$ cat src/d2q_ram.sv
// Generic simple dual-port RAM with registered read.
module d2q_ram #(
    parameter int WIDTH = 8,
    parameter int DEPTH = 16
) (
    input  logic                                   i_clk,
    input  logic                                   i_we,
    input  logic [(DEPTH > 1 ? $clog2(DEPTH) : 1)-1:0] i_waddr,
    input  logic [WIDTH-1:0]                       i_wdata,
    input  logic                                   i_re,
    input  logic [(DEPTH > 1 ? $clog2(DEPTH) : 1)-1:0] i_raddr,
    output logic [WIDTH-1:0]                       o_rdata
);

    logic [WIDTH-1:0] r_mem [DEPTH];
    logic [WIDTH-1:0] r_rdata;

    // write port
    always_ff @(posedge i_clk) begin
        if (i_we) begin
            r_mem[i_waddr] <= i_wdata;
        end
    end

    // read port, data held until the next read
    always_ff @(posedge i_clk) begin
        if (i_re) begin
            r_rdata <= r_mem[i_raddr];
        end
    end

    assign o_rdata = r_rdata;

endmodule

$ cat config.mk
export PLATFORM = sky130hd
export DESIGN_NAME = d2q_ram
export DESIGN_NICKNAME = d
export VERILOG_FILES = /design/src/d2q_ram.sv
export SDC_FILE = /design/constraint.sdc
export NUM_CORES = 1
export LEC_CHECK = 0
export ABC_AREA = 1
export BUFFER_PORTS_ARGS = -buffer_cell sky130_fd_sc_hd__buf_2
export CAP_MARGIN = 20
export CORE_ASPECT_RATIO = 0.9
export CORE_UTILIZATION = 42
export DETAILED_ROUTE_END_ITERATION = 16
export PLACE_DENSITY = 0.63
export SLEW_MARGIN = 10
export SYNTH_ARGS = -nofsm -noshare
export SYNTH_HDL_FRONTEND = slang
export SYNTH_SLANG_ARGS = --single-unit
$ cat constraint.sdc
create_clock -name i_clk -period 1.21 [get_ports i_clk]
set_input_delay 0.0605 -clock i_clk [delete_from_list [all_inputs] [get_ports i_clk]]
set_output_delay 0.0605 -clock i_clk [all_outputs]
set_load 0.02 [all_outputs]
-- Yosys cells after proc, flatten, opt, wreduce, memory -nomap -nowiden
Memory sizes are Yosys's and may differ from the RTL's. A register that Yosys moved wholly into a read port is not among the register bits.
Cells that the tools add are included.
- output and inout port bits: 8
- RAM bits: 128
- register bits: 0
- memories kept: 1
- bits in latches: 0
- ROM bits: 0
- bits of input ports: 19
- word-level logic and storage cells: 3
- memory list (name ; words ; bits a word ; read ports ; clocked after memory_dff ; write ports ; line ; text):
    r_mem ; 16 ; 8 ; 1 ; 1 ; 1 ; 15 ; logic [WIDTH-1:0] r_mem [DEPTH];
- shifts and indexed selects: 0
- div/mod/pow operators: 0
- muxes and demuxes: 2
- add/subtract/negate cells: 0
- $lt $le $gt $ge: 0
- bitwise gates (word level): 0
- multiply operators: 0
- eq/ne operators: 0
- reduce and logical (&&, ||, !) cells: 0
- operators by type and width (operator ; number):
    $mux W1 ; 2

-- Depth between registers and ports, before layout
Gate-level depths: netlist of run 1.
- depth in word-level cells: 2
- mapped depth: 8
- gate-level depth less buffers: 7

-- Worst setup path after synthesis of run 1
No wires, ideal clock.
- kind: input-to-reg
- start point: input port i_waddr[2] (netlist name)
- end point: memory r_mem[10][0], enable pin
- data required time: 0.840 ns
- stages on the path: 2
- arrival: 0.641 ns
- library setup time: 0.370 ns
- path buffers: 0
- path slack: 0.199 ns
- cell sequence: nand3b_1 -> nor2_1
- RTL lines (what ; line ; text):
    start: declaration ; 8 ; input logic [(DEPTH > 1 ? $clog2(DEPTH) : 1)-1:0] i_waddr,
    end: declaration ; 15 ;
Straight into the memory's write port.

==> out/metrics.csv, run 1 <==
metric,value,unit
outcome,finished clean,
antennaDiodeCount,0,
placed_cell_area,6259,sq um
ys_seq_area_share,69.85,%
grt_pass1_wl,21470,microns
die_y,113.9,microns
synthAdderAreaFrac,0,%
grt_use_met1,29.23,%
grt_pass1_vias,3813,
initial_utilization,43.43,%
drtPass1Iterations,5,
synth_ff_type,edfxtp_1,
fin_cells,778,
ir_worst_vdd,0.0009047,V
cp_max_fo,1,
yosysWarningCount,0,
cp.arrival,1.29,ns
detail-route-antenna-nets,0,
areaGrowthSynthToFinish,17.74,%
fin_crit,1.119,ns
cts-root-buf,clkbuf_16,
crit_required,1.38,ns
synth-edff-count,136,
skew,0.006384,ns
power_leakage,2.987,nW
synthMuxAreaShare,0,%
design.die.area,14400,sq um
ys_types,11,
p_total,11.22,mW
yosys-top-cells-count,"173 x nand2_1, 136 x edfxtp_1, 100 x inv_1, 97 x nand3_1, 17 x nor2_1",
h-tree-depth,4,
synth.avg_cell_area,10.61,sq um
drt_iter0_markers,424,
cts.sinks,136,
synth.area.top_cells,"edfxtp_1 70%, nand2_1 11%, nand3_1 8.3%",
netlist_area,5847,sq um
use_met2,30.98,%
synthCells,551,
io_buffers,26,
slew_viol_final,0,
gr-usage-all-layers,20.79,%
synth.most_common_cell,nand2_1,
fin_tns_setup,0,ns
swShare,20.57,%
core-area,13460,sq um
synth_nets,570,
grt.overflow.total,0,
fin_crit_sh,92.51,%
yosys.area.top_type_share,69.85,%
remaining_drc_errors,0,
antenna_found_initial,0,
grt_max_degree,33,
dp_hpwl,8266,microns
drv_cap,0,
setup_viol,0,
synth_area_leader_cell,edfxtp_1,
worstSetupStartpointType,flop,
synth_top_family_by_area,simple AND/OR/NAND/NOR gates,
drt_wl_total,13370,microns
nets,617,
post_drt_wl_per_cell,17.19,microns
fmax,893.4,MHz
p_switching,2.308,mW
ios,27,
relSlewSlack,58.17,%
synth_xor_area_share,0,%
power_density,1630,nW/um^2
grt_use_met3,4.081,%
path_clk_slew,0.06,ns
clk_latency,0.42,ns
internal_power,8.912,mW
async_flop_share,0,%
synth-compound-area-share,0,%
rsz0062_at_grt,no,
grt_busiest_layer,met2,
cts_buffers,17,
p_clk_share,46.2,%
die_w,126.4,microns
vias_per_cell,4.936,
vias,3840,
rows,40,
gp_congestion,0.8233,
drive_gt1_share,13.93,%
synth_seq_cells,136,
clk_path_buf_depth,2,
holdWs,0.06595,ns
end_kind,flop,
design_area,6884,sq um
worstMarginPinSlew,0.6266,ns
hp-class,in2reg,
pwr-share-seq,47.6,%
critical_path_class,reg2reg,
power_frac_comb,6.2,%
cts_tree,built,
place_inst,746,
yosys.area_share.simple,20.76,%
hold_viol,0,
-- cells by family after synthesis --
kind of cell,count (synthesis)
and+or+nand+nor,289
DFF,136
buffers and inverters,126
-- path summary, 6_finish.rpt --
kind              cells after the start                    end              startpoint  slack [ns]
setup / recovery                      6   o_rdata[1]$_DFFE_PP_  r_mem[11][1]$_DFFE_PP_        0.09
setup reg to reg                      6   o_rdata[1]$_DFFE_PP_  r_mem[11][1]$_DFFE_PP_        0.09
hold / removal                        1  r_mem[2][2]$_DFFE_PP_              i_wdata[2]        0.07
hold reg to reg                       6   o_rdata[2]$_DFFE_PP_   r_mem[6][2]$_DFFE_PP_        0.73
-- area by class of cell --
type / instances / area (sq um)
clock buffer: 19 / 432.9
fill: 1190 / 6579
timing repair buffer: 52 / 377.9
tap: 168 / 210.2
multi-input combinational: 289 / 1239
clock inverter: 12 / 157.7
inverter: 102 / 382.9
sequential: 136 / 4084
-- worst max-delay path: stages, from the launching register on --
cell	delay, ns
edfxtp_1	0.36
inv_1	0.06
nand2_1	0.04
nand3_1	0.11
nand3_1	0.10
nand3_1	0.14
nand2_1	0.07
-- power by group through the flow --
stage          clock [mW]  sequential, mW  combinational (mW)
5_1_grt              5.44            5.35               0.777
3_3_place_gp            0            5.44               0.674
2_1_floorplan           0            5.46               0.372
6_report             5.18            5.34               0.697
4_1_cts              5.24            5.34               0.692
3_5_place_dp            0            5.44               0.684
-- cell usage in the layout (no fill, tap or decap) --
master / count
nand2_1: 173
clkinv_1: 2
buf_4: 21
nand3b_1: 2
nand3_2: 5
dlygate4sd3_1: 1
nor2_1: 17
edfxtp_1: 136
clkbuf_1: 2
buf_2: 26
buf_12: 4
clkbuf_16: 17
bufinv_16: 4
inv_2: 2
clkinv_2: 6
inv_1: 100
nand3_1: 92
-- repair_timing --
action,in CTS,in global routing
setup endpoints to repair,0,4
gates resized for setup,0,5
setup buffers,0,0
hold endpoints to repair,8,0
hold buffers,1,0
-- per-layer routing --
metal | share of wire (%) | wire length (microns)
met1 | 46 | 6178
met2 | 45 | 6027
met3 | 6.2 | 835
met4 | 2.5 | 333
met5 | 0 | 0
-- stage by stage --
stage,util (%),setup WS [ns]
finish,51.13,0.09063
floorplan,-,0.1987
detailed placement,46.49,-0.09087
CTS,50.95,0.06985
global placement,46.49,-0.07490
global route,51.13,0.001079
-- sequential cells by signal, summed over array words and instances, names as in the netlist --
signal   flops
r_mem      128
o_rdata      8
Note: power is estimated with default switching activity, not from simulation.
==> inputs of run 2 (changes only) <==
CORE_UTILIZATION = 30   (was 42)
PLACE_DENSITY = 0.5   (was 0.63)
==> run 2 against run 1 <==
- first-iteration DRC count down 34%
- setup slack worse by 0.037 ns
- flip-flop and latch count unchanged
- maximum frequency down 3.2%
- combinational power up 4.2%
- critical endpoint is now o_rdata[6]$_DFFE_PP_
==> out/metrics.csv, run 2 (synthesized netlist as in run 1, its figures left out) <==
metric,value,unit,change
grt_max_degree,35,,+6.1%
clk_path_buf_depth,2,,unchanged
worstSetupStartpointType,flop,,
grt_pass1_vias,3782,,-0.81%
post_drt_wl_per_cell,16.78,microns,-2.4%
detail-route-antenna-nets,0,,unchanged
h-tree-depth,4,,unchanged
fin_ws,0.05350,ns,-0.03713 ns
gp_congestion,0.8119,,-1.4%
fin_tns_setup,0,ns,unchanged
relSlewSlack,57.96,%,-0.21 points
reg2reg_depth,6,,unchanged
cp_max_fo,1,,unchanged
drive_gt1_share,13.82,%,-0.11 points
die_y,134.4,microns,+18%
areaGrowthSynthToFinish,20.29,%,
largest_reg_flops,128,,unchanged
io_buffers,26,,unchanged
worstReg2RegStart,r_mem[13][6]$_DFFE_PP_,,
antennaDiodeCount,0,,unchanged
die_w,149.2,microns,+18%
hp-class,in2reg,,
worstMarginPinSlew,0.6297,ns,+0.003104 ns
vias,3907,,+1.7%
grt.overflow.total,0,,unchanged
r2r_slack,0.05,ns,-0.04 ns
layout_common_cells,"173 x nand2_1, 136 x edfxtp_1, 100 x inv_1, 94 x nand3_1, 26 x buf_2",,
pwr-share-seq,47.2,%,-0.4 points
skew,0.007854,ns,+0.001470 ns
p_switching,2.404,mW,+4.2%
r2r_end,o_rdata[6]$_DFFE_PP_,,
path_clk_slew,0.06,ns,about the same
rsz0062_at_grt,no,,
min_from,i_wdata[2],,
largest-register,r_mem,,
fin_crit,1.156,ns,+0.03713 ns
cts_tree,built,,
outcome,finished clean,,
holdWs,0.06380,ns,-0.002153 ns
cp.arrival,1.32,ns,+0.03 ns
cts-root-buf,clkbuf_16,,
grt_pass1_wl,22340,microns,+4.1%
gr-usage-all-layers,15.69,%,-5.1 points
power_density,1612,nW/um^2,-1.1%
drtPass1Iterations,4,,-1
whs_path_depth,1,,unchanged
vias_per_cell,4.517,,-8.5%
cts_buffers,17,,unchanged
initial_utilization,30.52,%,-13 points
holdPathEnd,r_mem[7][2]$_DFFE_PP_,,
ios,27,,unchanged
clk_latency,0.42,ns,about the same
cts.sinks,136,,unchanged
setup_viol,0,,unchanged
internal_power,8.931,mW,+0.21%
power_frac_comb,6.4,%,+0.2 points
swShare,21.21,%,+0.64 points
core-area,19160,sq um,+42%
critical_path_class,reg2reg,,
fin_crit_sh,95.58,%,+3.1 points
nets,621,,+0.65%
p_clk_share,46.4,%,+0.2 points
rows,48,,+20%
design.die.area,20050,sq um,+39%
ir_worst_vdd,0.0009047,V,about the same
final_common_cell,nand2_1,,
remaining_drc_errors,0,,unchanged
crit_start,r_mem[13][6]$_DFFE_PP_,,
end_kind,flop,,
dp_hpwl,9340,microns,+13%
hold_viol,0,,unchanged
antenna_found_initial,0,,unchanged
power_leakage,3.009,nW,+0.72%
drt_wl_total,14510,microns,+8.5%
drv_cap,0,,unchanged
pre_cts_slack,-0.1767,ns,-0.08584 ns
slew_viol_final,0,,unchanged
fmax,864.7,MHz,-3.2%
crit_required,1.37,ns,about the same
drt_iter0_markers,278,,-34%
-- run 2: how the worst max path moves through the flow --
| stage | end | slack [ns] | depth (start not counted) |
|---|---|---|---|
| floorplan | r_mem[10][0]$_DFFE_PP_ | 0.20 | 2 |
| CTS | o_rdata[5]$_DFFE_PP_ | 0.04 | 6 |
| global route | o_rdata[1]$_DFFE_PP_ | 0.006 | 6 |
| global placement | o_rdata[5]$_DFFE_PP_ | -0.16 | 6 |
| detailed placement | o_rdata[5]$_DFFE_PP_ | -0.18 | 6 |
| finish | o_rdata[6]$_DFFE_PP_ | 0.05 | 6 |
-- run 2: stage by stage --
step / std cells / util (%) / instance area [sq um] / total power [mW]
final: 865 / 36.71 / 7033 / 11.33
after floorplan: 551 / - / 5847 / 5.831
after detailed placement: 832 / 33.49 / 6416 / 6.176
after global placement: 832 / 33.49 / 6416 / 6.173
after global routing: 865 / 36.71 / 7033 / 11.71
after CTS: 865 / 36.63 / 7018 / 11.42
-- run 2: power groups by stage --
stage	Sequential, mW	Combinational [mW]	Clock [mW]
after global placement	5.45	0.723	0
after detailed placement	5.45	0.727	0
final	5.35	0.726	5.26
after CTS	5.35	0.732	5.33
after floorplan	5.46	0.372	0
after global routing	5.36	0.805	5.55
-- run 2: routing by layer --
metal,GRT usage (%),wire length [microns],vias to the layer above
met5,0,0,-
met1,21.45,6933,1933
met4,4.422,71,0
met2,24.21,6757,88
met3,4.422,748,4
li1,-,-,1882
-- run 2: area by class of cell --
class	instances	area, sq um
multi-input cells	289	1229
inverters	102	382.9
repair buffers	56	432.9
flip-flops and latches	136	4084
fillers	1862	12130
clock inverters	13	158.9
clock buffers	19	432.9
well taps	250	312.8
-- run 2: what timing repair did --
action | CTS | global route
endpoints found under the setup margin | 0 | 3
setup buffers | 0 | 0
resized for setup | 0 | 3
hold buffers | 1 | 0
endpoints found under the hold margin | 2 | 0
-- run 2: critical path: stages, from the launching register on --
cell and delay, ns:
edfxtp_1 0.36, inv_1 0.07, nand2_1 0.05, nand3_1 0.08, nand3_1 0.10, nand3_1 0.19
nand2_1 0.07
==> inputs of run 3 (changes only) <==
clock period = 1.35 ns   (was 1.21 ns; I/O delays follow)
==> run 3 against run 2 <==
- register-to-register slack better by 0.12 ns
- flip-flop and latch count stayed put
- sequential power is 10% lower
- setup slack better by 0.12 ns
- global-route usage is 0.14 points lower
- combinational power is 15% lower
- core utilization is 0.098 points lower
- maximum frequency is 2.0% lower
- critical path type unchanged
- critical endpoint unchanged
==> out/metrics.csv, run 3 (synthesized netlist as in run 1, its figures left out) <==
metric,value,unit,change
design_area,7014,sq um,-0.27%
critPathMaxStageDelay,0.37,ns,about the same
relSlewSlack,54.16,%,-3.8 points
drtPass1Iterations,5,,+1
cts-root-buf,clkbuf_16,,
nets,615,,-0.97%
crit_family,simple AND/OR/NAND/NOR gates,,
critical_path_class,reg2reg,,
hp-class,in2reg,,
io_buffers,26,,unchanged
drv_cap,0,,unchanged
clk_latency,0.42,ns,about the same
cts_buffers,17,,unchanged
vias_per_cell,4.512,,-0.10%
antenna_found_initial,0,,unchanged
largest-register,r_mem,,
rows,48,,unchanged
fin_crit_sh,87.44,%,-8.1 points
gr-usage-all-layers,15.55,%,-0.14 points
die_w,149.2,microns,unchanged
dp_hpwl,8992,microns,-3.7%
hold_viol,0,,unchanged
p_total,10.62,mW,-6.3%
cpMaxStageDelayCell,edfxtp_1,,
holdWs,0.02192,ns,-0.04187 ns
cp_common_cell,nand3_1,,
post_drt_wl_per_cell,16.67,microns,-0.63%
skew,0.009015,ns,+0.001161 ns
detail-route-antenna-nets,0,,unchanged
areaGrowthSynthToFinish,19.97,%,
h-tree-depth,4,,unchanged
cp_num_buf_inv,1,,unchanged
remaining_drc_errors,0,,unchanged
p_switching,2.211,mW,-8.0%
antennaDiodeCount,0,,unchanged
pwr-share-seq,45.2,%,-2.0 points
post_cts_buffers,0,,unchanged
crit_chain,"inv_1, nand2_1, nand3_1, nand3_1, nand3_1, nand2_1",,
worstSetupStartpointType,flop,,
final_common_cell,nand2_1,,
gp_congestion,0.7845,,-3.4%
ir_worst_vdd,0.0007921,V,-12%
layout_common_cells,"173 x nand2_1, 136 x edfxtp_1, 100 x inv_1, 97 x nand3_1, 26 x buf_2",,
path_clk_slew,0.06,ns,about the same
core-area,19160,sq um,unchanged
grt_max_degree,37,,+5.7%
fmax,847.1,MHz,-2.0%
cp_max_fo,1,,unchanged
cts_tree,built,,
worstMarginPinSlew,0.6866,ns,+0.05695 ns
clk_path_buf_depth,2,,unchanged
power_frac_comb,5.8,%,-0.6 points
fin_tns_setup,0,ns,unchanged
pre_cts_slack,-0.009050,ns,+0.1677 ns
p_clk_share,49.0,%,+2.6 points
cts.sinks,136,,unchanged
largest_reg_flops,128,,unchanged
grt.overflow.total,0,,unchanged
initial_utilization,30.52,%,unchanged
vias,3876,,-0.79%
outcome,finished clean,,
fin_crit,1.180,ns,+0.02397 ns
fin_ws,0.1695,ns,+0.1160 ns
drive_gt1_share,13.14,%,-0.68 points
swShare,20.83,%,-0.38 points
design.die.area,20050,sq um,unchanged
drt_iter0_markers,272,,-2.2%
ios,27,,unchanged
setup_viol,0,,unchanged
placed_cell_area,6354,sq um,-0.98%
power_density,1514,nW/um^2,-6.1%
die_y,134.4,microns,unchanged
power_leakage,2.993,nW,-0.52%
fillerInstances,1870,,+0.43%
grt_pass1_wl,22300,microns,-0.19%
slew_viol_final,0,,unchanged
cts_hold_buf,0,,-1
crit_required,1.52,ns,+0.15 ns
post_cts_resized,0,,unchanged
cp.arrival,1.35,ns,+0.03 ns
drt_wl_total,14320,microns,-1.3%
grt_pass1_vias,3852,,+1.9%
rsz0062_at_grt,no,,
internal_power,8.405,mW,-5.9%
end_kind,flop,,
## run 3: path summary, 6_finish.rpt
check / startpoint / to / slack (ns) / depth (start not counted)
max: r_mem[9][6]$_DFFE_PP_ / o_rdata[6]$_DFFE_PP_ / 0.17 / 6
min: i_re / o_rdata[2]$_DFFE_PP_ / 0.02 / 1
min reg2reg: r_mem[2][4]$_DFFE_PP_ / o_rdata[4]$_DFFE_PP_ / 0.77 / 6
max reg2reg: r_mem[9][6]$_DFFE_PP_ / o_rdata[6]$_DFFE_PP_ / 0.17 / 6
## run 3: power groups by stage
stage          Clock (mW)  Combinational [mW]  Sequential [mW]
2_1_floorplan           0               0.333             4.89
5_1_grt              5.46               0.696             4.80
3_3_place_gp            0               0.626             4.88
6_report             5.20               0.619             4.80
3_5_place_dp            0               0.629             4.88
4_1_cts              5.27               0.631             4.80
## run 3: layout make-up
cell class	count	area (sq um)	share of cell area [%]
inverter	102	382.9	5.458
clock inverter	12	224.0	3.193
timing repair buffer	50	360.3	5.137
clock buffer	20	436.7	6.225
sequential	136	4084	58.22
tap	250	312.8	4.460
multi-input combinational	289	1214	17.30
## run 3: through the flow
stage	std cells	utilization [%]
3_3_place_gp	827	33.16
3_5_place_dp	827	33.16
6_report	859	36.61
5_1_grt	859	36.61
4_1_cts	859	36.61
2_1_floorplan	551	-
## run 3: worst register-to-register path, stage by stage, from the launching register on
cell	delay, ns
edfxtp_1	0.37
inv_1	0.06
nand2_1	0.05
nand3_1	0.11
nand3_1	0.10
nand3_1	0.16
nand2_1	0.08
## run 3: metal layers
metal / vias up / share of wire, % / global-route usage (%)
met5: - / 0 / 0
met4: 0 / 2.1 / 6.689
met3: 21 / 5.1 / 3.537
met2: 101 / 45 / 23.18
met1: 1882 / 47 / 21.60
li1: 1872 / - / -
